[config.mk]
export PLATFORM = sky130hd
export DESIGN_NAME = v3acc_iter
export DESIGN_NICKNAME = d
export VERILOG_FILES = /design/src/sv/v3acc_pkg.sv /design/src/sv/v3acc_iter.sv
export SDC_FILE = /design/constraint.sdc
export NUM_CORES = 1
export LEC_CHECK = 0
export BUFFER_PORTS_ARGS = -buffer_cell sky130_fd_sc_hd__buf_2
export CAP_MARGIN = 5
export CORE_ASPECT_RATIO = 1.2
export CORE_MARGIN = 1
export CORE_UTILIZATION = 60
export DETAILED_ROUTE_END_ITERATION = 10
export PLACE_DENSITY = 0.88
export REMOVE_ABC_BUFFERS = 1
export SYNTH_ARGS = -nofsm -noshare
export SYNTH_HDL_FRONTEND = slang
export SYNTH_SLANG_ARGS = --single-unit
[constraint.sdc]
create_clock -name clk -period 9.7 [get_ports clk]
set_clock_uncertainty 0.2 [all_clocks]
set_input_delay 0.97 -clock clk [delete_from_list [all_inputs] [get_ports clk]]
set_output_delay 0.97 -clock clk [all_outputs]
set_load 0.01 [all_outputs]
[src/sv/v3acc_pkg.sv]
package v3acc_pkg;
  localparam int WordBitsDef = 32;
  localparam int FracBitsDef = 16;
  localparam int OpBits = 3;
  localparam logic [OpBits-1:0] OP_LOAD  = 3'd0;
  localparam logic [OpBits-1:0] OP_ADD   = 3'd1;
  localparam logic [OpBits-1:0] OP_SUB   = 3'd2;
  localparam logic [OpBits-1:0] OP_SCALE = 3'd3;
  localparam logic [OpBits-1:0] OP_CROSS = 3'd4;
  localparam logic [OpBits-1:0] OP_LEN   = 3'd5;
  localparam logic [OpBits-1:0] OP_NORM  = 3'd6;

  // Handshake between sequencer and shared divide/root unit
  typedef struct packed {
    logic start;
    logic is_sqrt;
  } iter_cmd_t;
endpackage

[src/sv/v3acc_iter.sv]
// Shared iterative unit: restoring divide (one quotient bit a cycle) or
// digit-by-digit square root (one result bit a cycle).
module v3acc_iter import v3acc_pkg::*; #(
  parameter int N = 2 * WordBitsDef
) (
  input  logic          clk,
  input  logic          rst_n,
  input  iter_cmd_t     cmd,
  input  logic [N-1:0]  num,
  input  logic [N-1:0]  den,
  output logic          done,
  output logic [N-1:0]  res
);
  localparam int CB = $clog2(N + 1);
  logic [N-1:0]  q_r, q_nxt, n_r, n_nxt, d_r, d_nxt;
  logic [N:0]    rem_r, rem_nxt, trial;
  logic [CB-1:0] cnt_r, cnt_nxt;
  logic          busy_r, busy_nxt, sq_r, sq_nxt, done_r, done_nxt;
  logic [N+1:0]  sq_t;

  always_comb begin
    q_nxt = q_r; n_nxt = n_r; d_nxt = d_r; rem_nxt = rem_r;
    cnt_nxt = cnt_r; busy_nxt = busy_r; sq_nxt = sq_r; done_nxt = 1'b0;
    trial = '0; sq_t = '0;
    if (cmd.start) begin
      busy_nxt = 1'b1; sq_nxt = cmd.is_sqrt; n_nxt = num; d_nxt = den;
      q_nxt = '0; rem_nxt = '0;
      cnt_nxt = cmd.is_sqrt ? CB'(N / 2) : CB'(N);
    end else if (busy_r) begin
      if (sq_r) begin
        // rem = rem*4 + next two bits; trial = 4q+1
        sq_t = {rem_r[N-1:0], n_r[N-1 -: 2]};
        if (sq_t >= {q_r, 2'b01}) begin
          rem_nxt = (N+1)'(sq_t - {q_r, 2'b01});
          q_nxt = {q_r[N-2:0], 1'b1};
        end else begin
          rem_nxt = (N+1)'(sq_t);
          q_nxt = {q_r[N-2:0], 1'b0};
        end
        n_nxt = {n_r[N-3:0], 2'b00};
      end else begin
        trial = {rem_r[N-1:0], n_r[N-1]};
        if (trial >= {1'b0, d_r}) begin
          rem_nxt = trial - {1'b0, d_r};
          q_nxt = {q_r[N-2:0], 1'b1};
        end else begin
          rem_nxt = trial;
          q_nxt = {q_r[N-2:0], 1'b0};
        end
        n_nxt = {n_r[N-2:0], 1'b0};
      end
      cnt_nxt = cnt_r - 1'b1;
      if (cnt_r == CB'(1)) begin
        busy_nxt = 1'b0; done_nxt = 1'b1;
      end
    end
  end

  always_ff @(posedge clk) begin
    if (!rst_n) begin
      busy_r <= 1'b0; done_r <= 1'b0; cnt_r <= '0; sq_r <= 1'b0;
    end else begin
      busy_r <= busy_nxt; done_r <= done_nxt; cnt_r <= cnt_nxt; sq_r <= sq_nxt;
    end
    q_r <= q_nxt; n_r <= n_nxt; d_r <= d_nxt; rem_r <= rem_nxt;
  end

  assign done = done_r;
  assign res  = q_r;
endmodule

Yosys cells after proc, flatten, opt, wreduce, memory -nomap -nowiden
Cells that the tools add are included.
Storage, ports and cells
  flip-flop bits (word level): 266
  input port bits: 132
  output and inout port bits: 65
  word-level logic and storage cells: 34
Cells by class
  add/sub/neg operators: 3
  order comparisons: 2
  equal/unequal tests: 1
  multiplexer cells: 16
  bitwise logic cells: 2
  reductions and logical operators: 2
Operators by type and width (count)
  64-bit two-way mux: 6
  64-bit subtractor: 2
  66-bit greater-or-equal comparator: 1
  65-bit by 64-bit greater-or-equal comparator with 1-bit output: 1
  7-bit two-way mux: 3
  7-bit by 1-bit == test with 1-bit output, second input constant: 1
  1-bit two-way mux: 7
  7-bit by 1-bit subtractor with 7-bit output, second input constant: 1
  3-bit OR reduction: 1
  1-bit inverter: 2
  2-bit nonzero test: 1

Logic depth before layout (Yosys ltp)
Gate-level depths: netlist of run 1.
  word-level depth: 4
  mapped depth: 16
  mapped depth without buffers: 15

Worst setup path before layout of run 1
OpenSTA, ideal clock, no wires.
  path kind: input-to-reg
  start point: in cmd[1] (netlist bit)
  end point: reg n_r[0] (enable)
  arrival time: 3246 ps
  path slack: 5836 ps
  stages: 6
  path buffers: 4
  path through: clkbuf_1 > clkbuf_1 > nor2_1 > clkbuf_1 > clkbuf_1 > inv_1
Between the ends
  cells in the longest elaborated chain, start to end: 1
Ends and longest elaborated chain
  start, declared: RTL line v3acc_iter.sv:8  | input iter_cmd_t cmd,
  2-bit nonzero test (no line)
  end signal, assigned: RTL line v3acc_iter.sv:65  | q_r <= q_nxt; n_r <= n_nxt; d_r <= d_nxt; rem_r <= rem_nxt;
  end, declared: RTL line v3acc_iter.sv:15  | logic [N-1:0] q_r, q_nxt, n_r, n_nxt, d_r, d_nxt;
No other way between the ends.
A chain may end at the register's enable or synchronous reset.

Final worst setup path of run 1
  start point: reg q_r[0] (netlist: res[0])
  end point: reg rem_r[13]
Between the ends
  cells in the longest elaborated chain, start to end: 3
  elaborated cells between the ends (all ways): 4
Ends and longest elaborated chain
  start, declared: RTL line v3acc_iter.sv:15
  start signal, assigned: RTL line v3acc_iter.sv:65
  64-bit subtractor or 66-bit greater-or-equal comparator (tied branches): RTL line v3acc_iter.sv:34, v3acc_iter.sv:33
  64-bit two-way mux *: RTL line v3acc_iter.sv:33  | if (sq_t >= {q_r, 2'b01}) begin
  64-bit two-way mux *: RTL line v3acc_iter.sv:30  | if (sq_r) begin
  end signal, assigned: RTL line v3acc_iter.sv:65
  end, declared: RTL line v3acc_iter.sv:16  | logic [N:0] rem_r, rem_nxt, trial;
Every way passes the cells marked *; elsewhere a longest branch is shown, timed or not.

==> out/results.txt, run 1 <==
Post-Synth Simple-Gate Area = 14.9%
Hold_buf cts = 0
CTS tree = yes
Compound-gate portion of the synthesized area = 24.2%
Period utilization = 53.8%
F_max = 192 MHz
Diodes inserted = 0
Worst-Margin Slew = 1050 ps
Synth Register Bits = 266
Final worst setup slack = 4480 ps
Synth area leaders = edfxtp_1, dfxtp_1, ha_1
Top cells by count, synth = nand2_1, a21oi_1, nor2_1
Layout cells sized above 1 = 11.9%
Post-synth top area cell = edfxtp_1
RSZ-0062 raised after global routing = false
Critical path launch point = res[0]
Initial core utilization = 61.0%
First-pass GRT wire length = 92600 µm
Number of vias in the routed layout = 18200
Slowest cell on the critical path = a31oi_4
Post-synth EDFFs = 128
Final HPWL DP = 43400 µm
Seq/Total Area, Yosys = 33.6%
Leakage = 9.34 nW
Final setup viols = 0
Worst R2R Start = res[0]
Per-cell routed wire length = 20.5 µm
Vias in the first global route = 17700
Clock tree sinks = 266
Root Buffer Master = clkbuf_16
Mux cell area share after synthesis = 6.90%
Post-synth ARST share = 0%
Pwr/cell area = 205 mW/mm²
Slew Limit Fails = 0
Final Hold Viols = 0
Iter 0 DRT Violations = 1508
Remaining DRCs = 0
HP Start = rem_r[63]
Arrival @ worst endpoint = 5470 ps
Antenna violations before repair = 0
Top-area cell type share of the netlist area = 19.5%
Max incr delay on CP = 870 ps
Buffers on Ports = 196
Hold crit path type = flip-flop to flip-flop
GP Congestion = 0.956
Synthesized instance count = 2345
CTS Buffer Depth = 3
Crit path kind = flip-flop to flip-flop
Total CTS buffers = 29
Netlist area before placement = 0.0197 mm²
VDD IR max = 0.000162 V
Die Height = 200 µm
Synth Flop Type = dfxtp_1
Final net count = 2708
Count leader, synth = nand2_1
Final Critical Period = 5220 ps
CP max FO = 32
Post-synthesis adder-cell area fraction = 8.50%
Final total power = 4.43 mW
Drt first pass iters = 6
Die width = 167 µm
Crit path required time = 9950 ps
Max_cap viols = 0
Status = finished clean
Drt total wl = 58900 µm
CTS H-tree lvls = 1
Syn-to-layout area delta = 9.85%
Routed Antenna Nets = 0
Crit path cell chain = inv_1, ha_1, nor2b_1, o211ai_1, a31oi_1, o21ai_0, a21oi_1, a22oi_2, a31oi_4, buf_4, mux2_2, nand2_1, o21ai_0, a22o_1
Most used cell, CP = o21ai_0
Area of the core = 0.0323 mm²
Post-cts resize count = 0
Vias per std cell = 6.33
Synth Area in XOR/XNOR = 5.66%
Clock latency on the worst-skew pair = 570 ps
Die area = 0.0335 mm²
Dpl ws = 4610 ps
FP Rows = 72
Worst Setup End Kind = flip-flop
Netlist cell types = 80
Slew headroom = 29.5%
Setup TNS = 0 ps
Reg area = 0.00661 mm²
Post-CTS setup buffer count = 0
Num ports = 197
Largest family of logic cells by synthesized area = compound AO/OA/AOI/OAI gates
Pin count of the biggest net entering global routing = 173
Fillers = 2675
Avg Cell Area, Syn = 8.39 µm²
Final Core Density = 67.0%
Ys Warns = 0
Total gr overflow = 0
CP Launch Type = flip-flop
Worst-path clk slew = 70 ps
Multi-input gate area in the final layout = 0.0119 mm²
GRT Total Usage = 34.3%
==> logic make-up (layout without fill, tap and decap cells) <==
group | after synthesis | count (layout)
AOI/OAI and AO/OA | 738 | 738
and+or+nand+nor | 636 | 636
buffers and inverters | 310 | 430
DFF | 266 | 266
muxes | 135 | 135
adders and majority gates | 133 | 133
xor gates and xnor gates | 127 | 127
==> final cells by class <==
cell class / count / area share [%]
Clock buffer: 33 / 3.48
Clock inverter: 20 / 0.614
Inverter: 165 / 2.87
Multi-Input combinational cell: 1769 / 54.9
Sequential cell: 266 / 30.6
Tap cell: 407 / 2.36
Timing Repair Buffer: 212 / 5.20
==> where the power goes <==
group	internal [mW]	leakage (nW)	switching, mW
Clock	0.579	0.420	0.477
Combinational	0.742	6.52	1.29
Sequential	1.27	2.40	0.0767
Total	2.59	9.34	1.84
==> per-stage QoR <==
stage	cells	area (µm²)	hold slack [ps]
CTS	2872	21600	312
floorplan	2200	19100	258
global placement	2819	20700	279
finish	2872	21600	312
detailed placement	2819	20700	304
global route	2872	21600	347
==> placed cells by master (no fill, tap or decap), types with 15 or more instances in the layout <==
cell type    n
a211oi_1    41
a21o_1      72
a21oi_1    190
a22o_1      26
a31oi_1     35
buf_2      195
buf_4       15
clkbuf_16   29
dfxtp_1    136
edfxtp_1   128
ha_1       132
inv_1      164
mux2i_1    131
nand2_1    245
nand2b_1    22
nand3_1     23
nand4_1     56
nor2_1     183
nor3_1      26
o211ai_1    47
o21a_1      19
o21ai_0    162
o21ai_1     21
o21bai_1    25
xnor2_1     66
xor2_1      61
==> critical path, delay by kind of cell, from the launching register on <==
kind / cells / cell delay [ps]
buffers and inverters: 2 / 540
adders and majority gates: 1 / 370
DFF: 1 / 480
and+or+nand+nor: 2 / 270
muxes: 1 / 370
AOI/OAI and AO/OA: 8 / 2850
==> flip-flops by register name (all words and copies together), names as in the netlist <==
signal	count
d_r	64
n_r	64
rem_r	64
res	64
cnt_r	7
busy_r	1
done	1
sq_r	1
==> metal layers <==
| layer | vias up | share of wire [%] | track usage [%] |
|---|---|---|---|
| li1 | 8688 | - | - |
| met2 | 796 | 48 | 58.7 |
| met4 | 0 | 5.4 | 18.3 |
| met1 | 8517 | 40 | 41.4 |
| met3 | 187 | 6.9 | 5.24 |
| met5 | - | 0 | 0 |
==> final timing paths <==
check | endpoint | slack (ps) | depth (start not counted)
worst min-delay path | rem_r[63] | 310 | 2
worst max-delay path | rem_r[13] | 4480 | 14
worst max register to register | rem_r[13] | 4480 | 14
worst min register to register | rem_r[63] | 310 | 2
Note: power is estimated with default switching activity, not from simulation.
==> inputs of run 2 (changes only) <==
==> constraint.sdc (replaced) <==
create_clock -name clk -period 5.4 [get_ports clk]
set_clock_uncertainty 0.2 [all_clocks]
set_input_delay 0.54 -clock clk [delete_from_list [all_inputs] [get_ports clk]]
set_output_delay 0.54 -clock clk [all_outputs]
set_load 0.01 [all_outputs]
==> out/results.txt, run 2 (synthesis results as in run 1) <==
CTS tree = yes
Drt first pass iters = 5 (-1)
Worst Setup End Kind = flip-flop
Clk pwr share = 26.2% (+2.4 points)
Root Buffer Master = clkbuf_16
Area of the core = 0.0323 mm² (unchanged)
Status = finished clean
Drt total wl = 61200 µm (+3.9%)
Final net count = 2780 (+2.7%)
Max_cap viols = 0 (unchanged)
Commonest non-fill, non-tap cell in the layout = nand2_1
F_max = 209 MHz (+8.8%)
Worst-Margin Slew = 1050 ps (-2.26 ps)
Routed Antenna Nets = 0 (unchanged)
GRT Total Usage = 35.8% (+1.5 points)
Slew headroom = 30.2% (+0.69 points)
Total gr overflow = 0 (unchanged)
Remaining DRCs = 0 (unchanged)
Period utilization = 88.8% (+35 points)
Clock tree sinks = 266 (unchanged)
Vias per std cell = 6.44 (+1.7%)
Buffers on Ports = 196 (unchanged)
Per-cell routed wire length = 20.8 µm (+1.3%)
Die area = 0.0335 mm² (unchanged)
Leakage = 9.73 nW (+4.2%)
Final Critical Period = 4790 ps (-422 ps)
Final Non-Filler Cells = 2945 (+2.5%)
RSZ-0062 raised after global routing = false
Final worst setup slack = 606 ps (-3880 ps)
Pin count of the biggest net entering global routing = 103 (-40%)
Final Hold Viols = 0 (unchanged)
Commonest non-fill, non-tap cells in the layout = nand2_1, buf_2, a21oi_1, nor2_1, inv_1
Crit path required time = 5660 ps (-4290 ps)
Num ports = 197 (unchanged)
Die width = 167 µm (unchanged)
Inst Count DP = 2828 (+0.32%)
Hold crit path type = input port to flip-flop
Final HPWL DP = 44000 µm (+1.4%)
Antenna violations before repair = 0 (unchanged)
Vias in the first global route = 18500 (+4.3%)
Arrival @ worst endpoint = 5050 ps (-420 ps)
Multi-input gate area in the final layout = 0.0119 mm² (unchanged)
Crit path kind = flip-flop to flip-flop
Slew Limit Fails = 0 (unchanged)
Post-cts resize count = 0 (unchanged)
CP Launch Type = flip-flop
Total CTS buffers = 29 (unchanged)
First-pass GRT wire length = 96200 µm (+3.8%)
Internal = 5.04 mW (+94%)
Fillers = 2496 (-6.7%)
Gate power share = 44.8% (-1.0 points)
CTS Buffer Depth = 3 (unchanged)
Pwr/cell area = 373 mW/mm² (+82%)
Final setup viols = 0 (unchanged)
GP Congestion = 1.01 (+6.1%)
CTS H-tree lvls = 1 (unchanged)
Diodes inserted = 0 (unchanged)
FP Rows = 72 (unchanged)
Dpl ws = 1010 ps (-3600 ps)
CP max FO = 44 (+38%)
Flop pwr share = 29.0% (-1.4 points)
Switching pwr = 3.35 mW (+82%)
Layout cells sized above 1 = 11.9% (+0.013 points)
VDD IR max = 0.000346 V (+110%)
Number of vias in the routed layout = 19000 (+4.3%)
Syn-to-layout area delta = 14.2%
Sw Ratio = 39.9% (-1.6 points)
Iter 0 DRT Violations = 1666 (+10%)
Worst-path clk slew = 70 ps (about the same)
Initial core utilization = 61.0% (unchanged)
Final total power = 8.39 mW (+89%)
Clock latency on the worst-skew pair = 580 ps (about the same)
Reg area = 0.00661 mm² (unchanged)
Setup TNS = 0 ps (unchanged)
Die Height = 200 µm (unchanged)
-- run 2: repair_timing --
item / in CTS / in global routing
endpoints found under the hold margin: 63 / 0
hold buffers: 63 / 0
buffers inserted: 0 / 0
setup endpoints to repair: 0 / 0
-- run 2: stage by stage --
stage                     area [µm²]  hold WS [ps]  utilization [%]
after floorplan                19100           258                -
after global placement         20800           282             64.5
after detailed placement       20800           286             64.5
after CTS                      22500          6.89             69.7
after global routing           22500          20.9             69.7
final                          22500          28.3             69.7
-- run 2: per-layer routing --
metal  vias to the layer above  share of wire, %  GRT usage [%]
li1                       8838                 -              -
met1                      8846                38           42.3
met2                      1025                47           61.0
met3                       259               8.2           4.88
met4                         0               7.0           23.0
met5                         -                 0              0
-- run 2: final cells by class --
class,count,area share [%]
Inverter,165,2.76
Clock buffer,39,3.49
Sequential cell,266,29.4
Timing Repair Buffer,284,8.16
Clock inverter,15,1.13
Multi-Input combinational cell,1769,52.8
Tap cell,407,2.27
-- run 2: power by group through the flow --
| stage | combinational, mW | clock [mW] | sequential [mW] |
|---|---|---|---|
| 6_report | 3.76 | 2.20 | 2.43 |
| 4_1_cts | 3.63 | 2.22 | 2.42 |
| 2_1_floorplan | 2.56 | 0 | 2.43 |
| 3_5_place_dp | 3.56 | 0 | 2.46 |
| 5_1_grt | 4.04 | 2.30 | 2.44 |
| 3_3_place_gp | 3.51 | 0 | 2.45 |
-- run 2: worst paths after layout --
kind,startpoint,endpoint,slack (ps),depth (start not counted)
max reg2reg,d_r[28],rem_r[25],610,15
min,rst_n,cnt_r[6],30,2
max,d_r[28],rem_r[25],610,15
min reg2reg,rem_r[63],rem_r[63],310,2
-- run 2: worst max-delay path: stages, from the launching register on --
cell      delay, ps
edfxtp_1        400
inv_1            60
ha_1            430
a21oi_1         320
o22ai_1         170
o21ai_0         220
buf_4           150
nand2_1         140
nor4_1          570
o21ai_2         250
a31oi_4         680
buf_12          300
nor2_1          100
a211oi_1        310
a31oi_1         100
a22o_1          240
==> inputs of run 3 (changes only) <==
==> constraint.sdc (replaced) <==
create_clock -name clk -period 5.4 [get_ports clk]
set_clock_uncertainty 0.2 [all_clocks]
set_input_delay 0.27 -clock clk [delete_from_list [all_inputs] [get_ports clk]]
set_output_delay 0.27 -clock clk [all_outputs]
set_load 0.01 [all_outputs]
==> out/results.txt, run 3 (synthesis results as in run 1) <==
Num ports = 197 (unchanged)
Final setup viols = 0 (unchanged)
Worst-Margin Slew = 1070 ps (+18.5 ps)
Buffers on Ports = 196 (unchanged)
Total CTS buffers = 29 (unchanged)
Critical path launch point = res[0]
Post-cts resize count = 0 (unchanged)
Hold crit path type = input port to flip-flop
Routed Antenna Nets = 0 (unchanged)
Area of placed instances = 0.0208 mm² (unchanged)
Slowest cell on the critical path = a21oi_1
Drt first pass iters = 6 (+1)
Die Height = 200 µm (unchanged)
Final Hold Viols = 0 (unchanged)
Remaining DRCs = 0 (unchanged)
First-pass GRT wire length = 101000 µm (+4.9%)
Area of the core = 0.0323 mm² (unchanged)
Die width = 167 µm (unchanged)
Layout cells sized above 1 = 11.6% (-0.27 points)
Clock tree sinks = 266 (unchanged)
Initial core utilization = 61.0% (unchanged)
Slew headroom = 29.0% (-1.2 points)
Commonest non-fill, non-tap cells in the layout = nand2_1, buf_2, a21oi_1, nor2_1, inv_1
Number of vias in the routed layout = 19300 (+2.0%)
VDD IR max = 0.000332 V (-4.0%)
Max_cap viols = 0 (unchanged)
Pwr/cell area = 361 mW/mm² (-3.2%)
Final Critical Period = 4580 ps (-215 ps)
Pin count of the biggest net entering global routing = 99 (-3.9%)
Fillers = 2407 (-3.6%)
Inst Count DP = 2828 (unchanged)
FP Rows = 72 (unchanged)
CTS Buffer Depth = 3 (unchanged)
Max incr delay on CP = 650 ps (-30 ps)
F_max = 218 MHz (+4.7%)
Iter 0 DRT Violations = 1740 (+4.4%)
Flop pwr share = 29.1% (about the same)
Setup TNS = 0 ps (unchanged)
Vias in the first global route = 19100 (+3.2%)
Worst-path clk slew = 60 ps (about the same)
GRT Total Usage = 37.7% (+2.0 points)
Final total power = 8.35 mW (-0.39%)
Per-cell routed wire length = 21.5 µm (+3.3%)
Die area = 0.0335 mm² (unchanged)
Root Buffer Master = clkbuf_16
Sw Ratio = 40.5% (+0.61 points)
Internal = 4.97 mW (-1.4%)
CTS tree = yes
CP Launch Type = flip-flop
Period utilization = 84.8% (-4.0 points)
Post-route cell area = 0.0231 mm² (+2.9%)
Total gr overflow = 0 (unchanged)
Worst R2R Start = res[0]
CP max FO = 32 (-27%)
Crit path cell chain = inv_1, ha_1, nor2b_1, o211ai_1, a31oi_1, o21ai_0, a21oi_1, a22oi_2, a31o_2, buf_4, nand2_1, nor3b_1, or3_1, a211oi_2
Switching pwr = 3.39 mW (+1.1%)
GP Congestion = 1.01 (-0.89%)
RSZ-0062 raised after global routing = false
Slew Limit Fails = 0 (unchanged)
Crit path kind = flip-flop to flip-flop
Leakage = 10.0 nW (+2.7%)
Final Core Density = 71.7% (+2.0 points)
Gate power share = 45.4% (+0.6 points)
Drt total wl = 64700 µm (+5.8%)
Final hold slack = 106 ps (+78.1 ps)
Final HPWL DP = 43700 µm (-0.74%)
Syn-to-layout area delta = 17.5%
Commonest non-fill, non-tap cell in the layout = nand2_1
Crit path required time = 5690 ps (+30 ps)
Final net count = 2848 (+2.4%)
Worst Setup End Kind = flip-flop
Clock latency on the worst-skew pair = 580 ps (about the same)
Final Non-Filler Cells = 3016 (+2.4%)
Antenna violations before repair = 3 (+3)
HP Start = cmd[1]
Clk pwr share = 25.5% (-0.7 points)
Status = finished clean
CTS H-tree lvls = 1 (unchanged)
Dpl ws = 997 ps (-8.48 ps)
Arrival @ worst endpoint = 4870 ps (-180 ps)
Vias per std cell = 6.41 (-0.43%)
Final worst setup slack = 821 ps (+215 ps)
-- run 3: cell count changes in the layout (fill, tap and decap cells not counted) --
cell | before | now
clkbuf_1 | 8 | 5
bufinv_16 | 7 | 4
clkinv_4 | 0 | 2
dlygate4sd3_1 | 63 | 131
clkinvlp_4 | 1 | 2
clkbuf_8 | 3 | 6
clkinv_1 | 2 | 3
diode_2 | 0 | 4
clkinv_2 | 4 | 2
-- run 3: area by class of cell --
| cell class | count | area (µm²) | area share, % |
|---|---|---|---|
| antenna | 4 | 10.0 | 0.0433 |
| tap | 407 | 509 | 2.20 |
| sequential | 266 | 6610 | 28.6 |
| clock buffer | 39 | 813 | 3.52 |
| clock inverter | 14 | 183 | 0.790 |
| timing repair buffer | 352 | 2510 | 10.9 |
| multi-input combinational | 1769 | 11900 | 51.3 |
| inverter | 165 | 619 | 2.68 |
-- run 3: worst paths after layout --
check | to | slack (ps) | cells past startpoint
setup reg to reg | rem_r[61] | 820 | 14
hold / removal | res[5] | 110 | 2
setup / recovery | rem_r[61] | 820 | 14
hold reg to reg | cnt_r[1] | 310 | 2
-- run 3: power by group through the flow --
stage | sequential [mW] | combinational (mW) | clock, mW
after detailed placement | 2.46 | 3.55 | 0
after global routing | 2.45 | 4.08 | 2.20
final | 2.44 | 3.79 | 2.13
after floorplan | 2.43 | 2.56 | 0
after CTS | 2.42 | 3.65 | 2.11
after global placement | 2.45 | 3.51 | 0
-- run 3: repair_timing --
item | 4_1_cts | 5_1_grt
hold buffers | 131 | 0
setup buffers | 0 | 0
endpoints found under the hold margin | 138 | 0
-- run 3: critical path, delay by kind of cell (launching register included) --
family / cells / cell delay, ps
AO/OA/AOI/OAI: 7 / 2190
flip-flops: 1 / 420
buffers and inverters: 2 / 310
adder cells (fa/ha/maj): 1 / 370
AND/OR/NAND/NOR: 4 / 990
-- run 3: layer usage --
metal	up-vias	track usage [%]	wire length, µm	share of wire (%)
met5	-	0	0	0
met4	0	23.3	4240	6.5
met3	256	5.39	5150	8.0
met2	1055	64.8	31200	48
met1	9049	44.5	24100	37
li1	8981	-	-	-
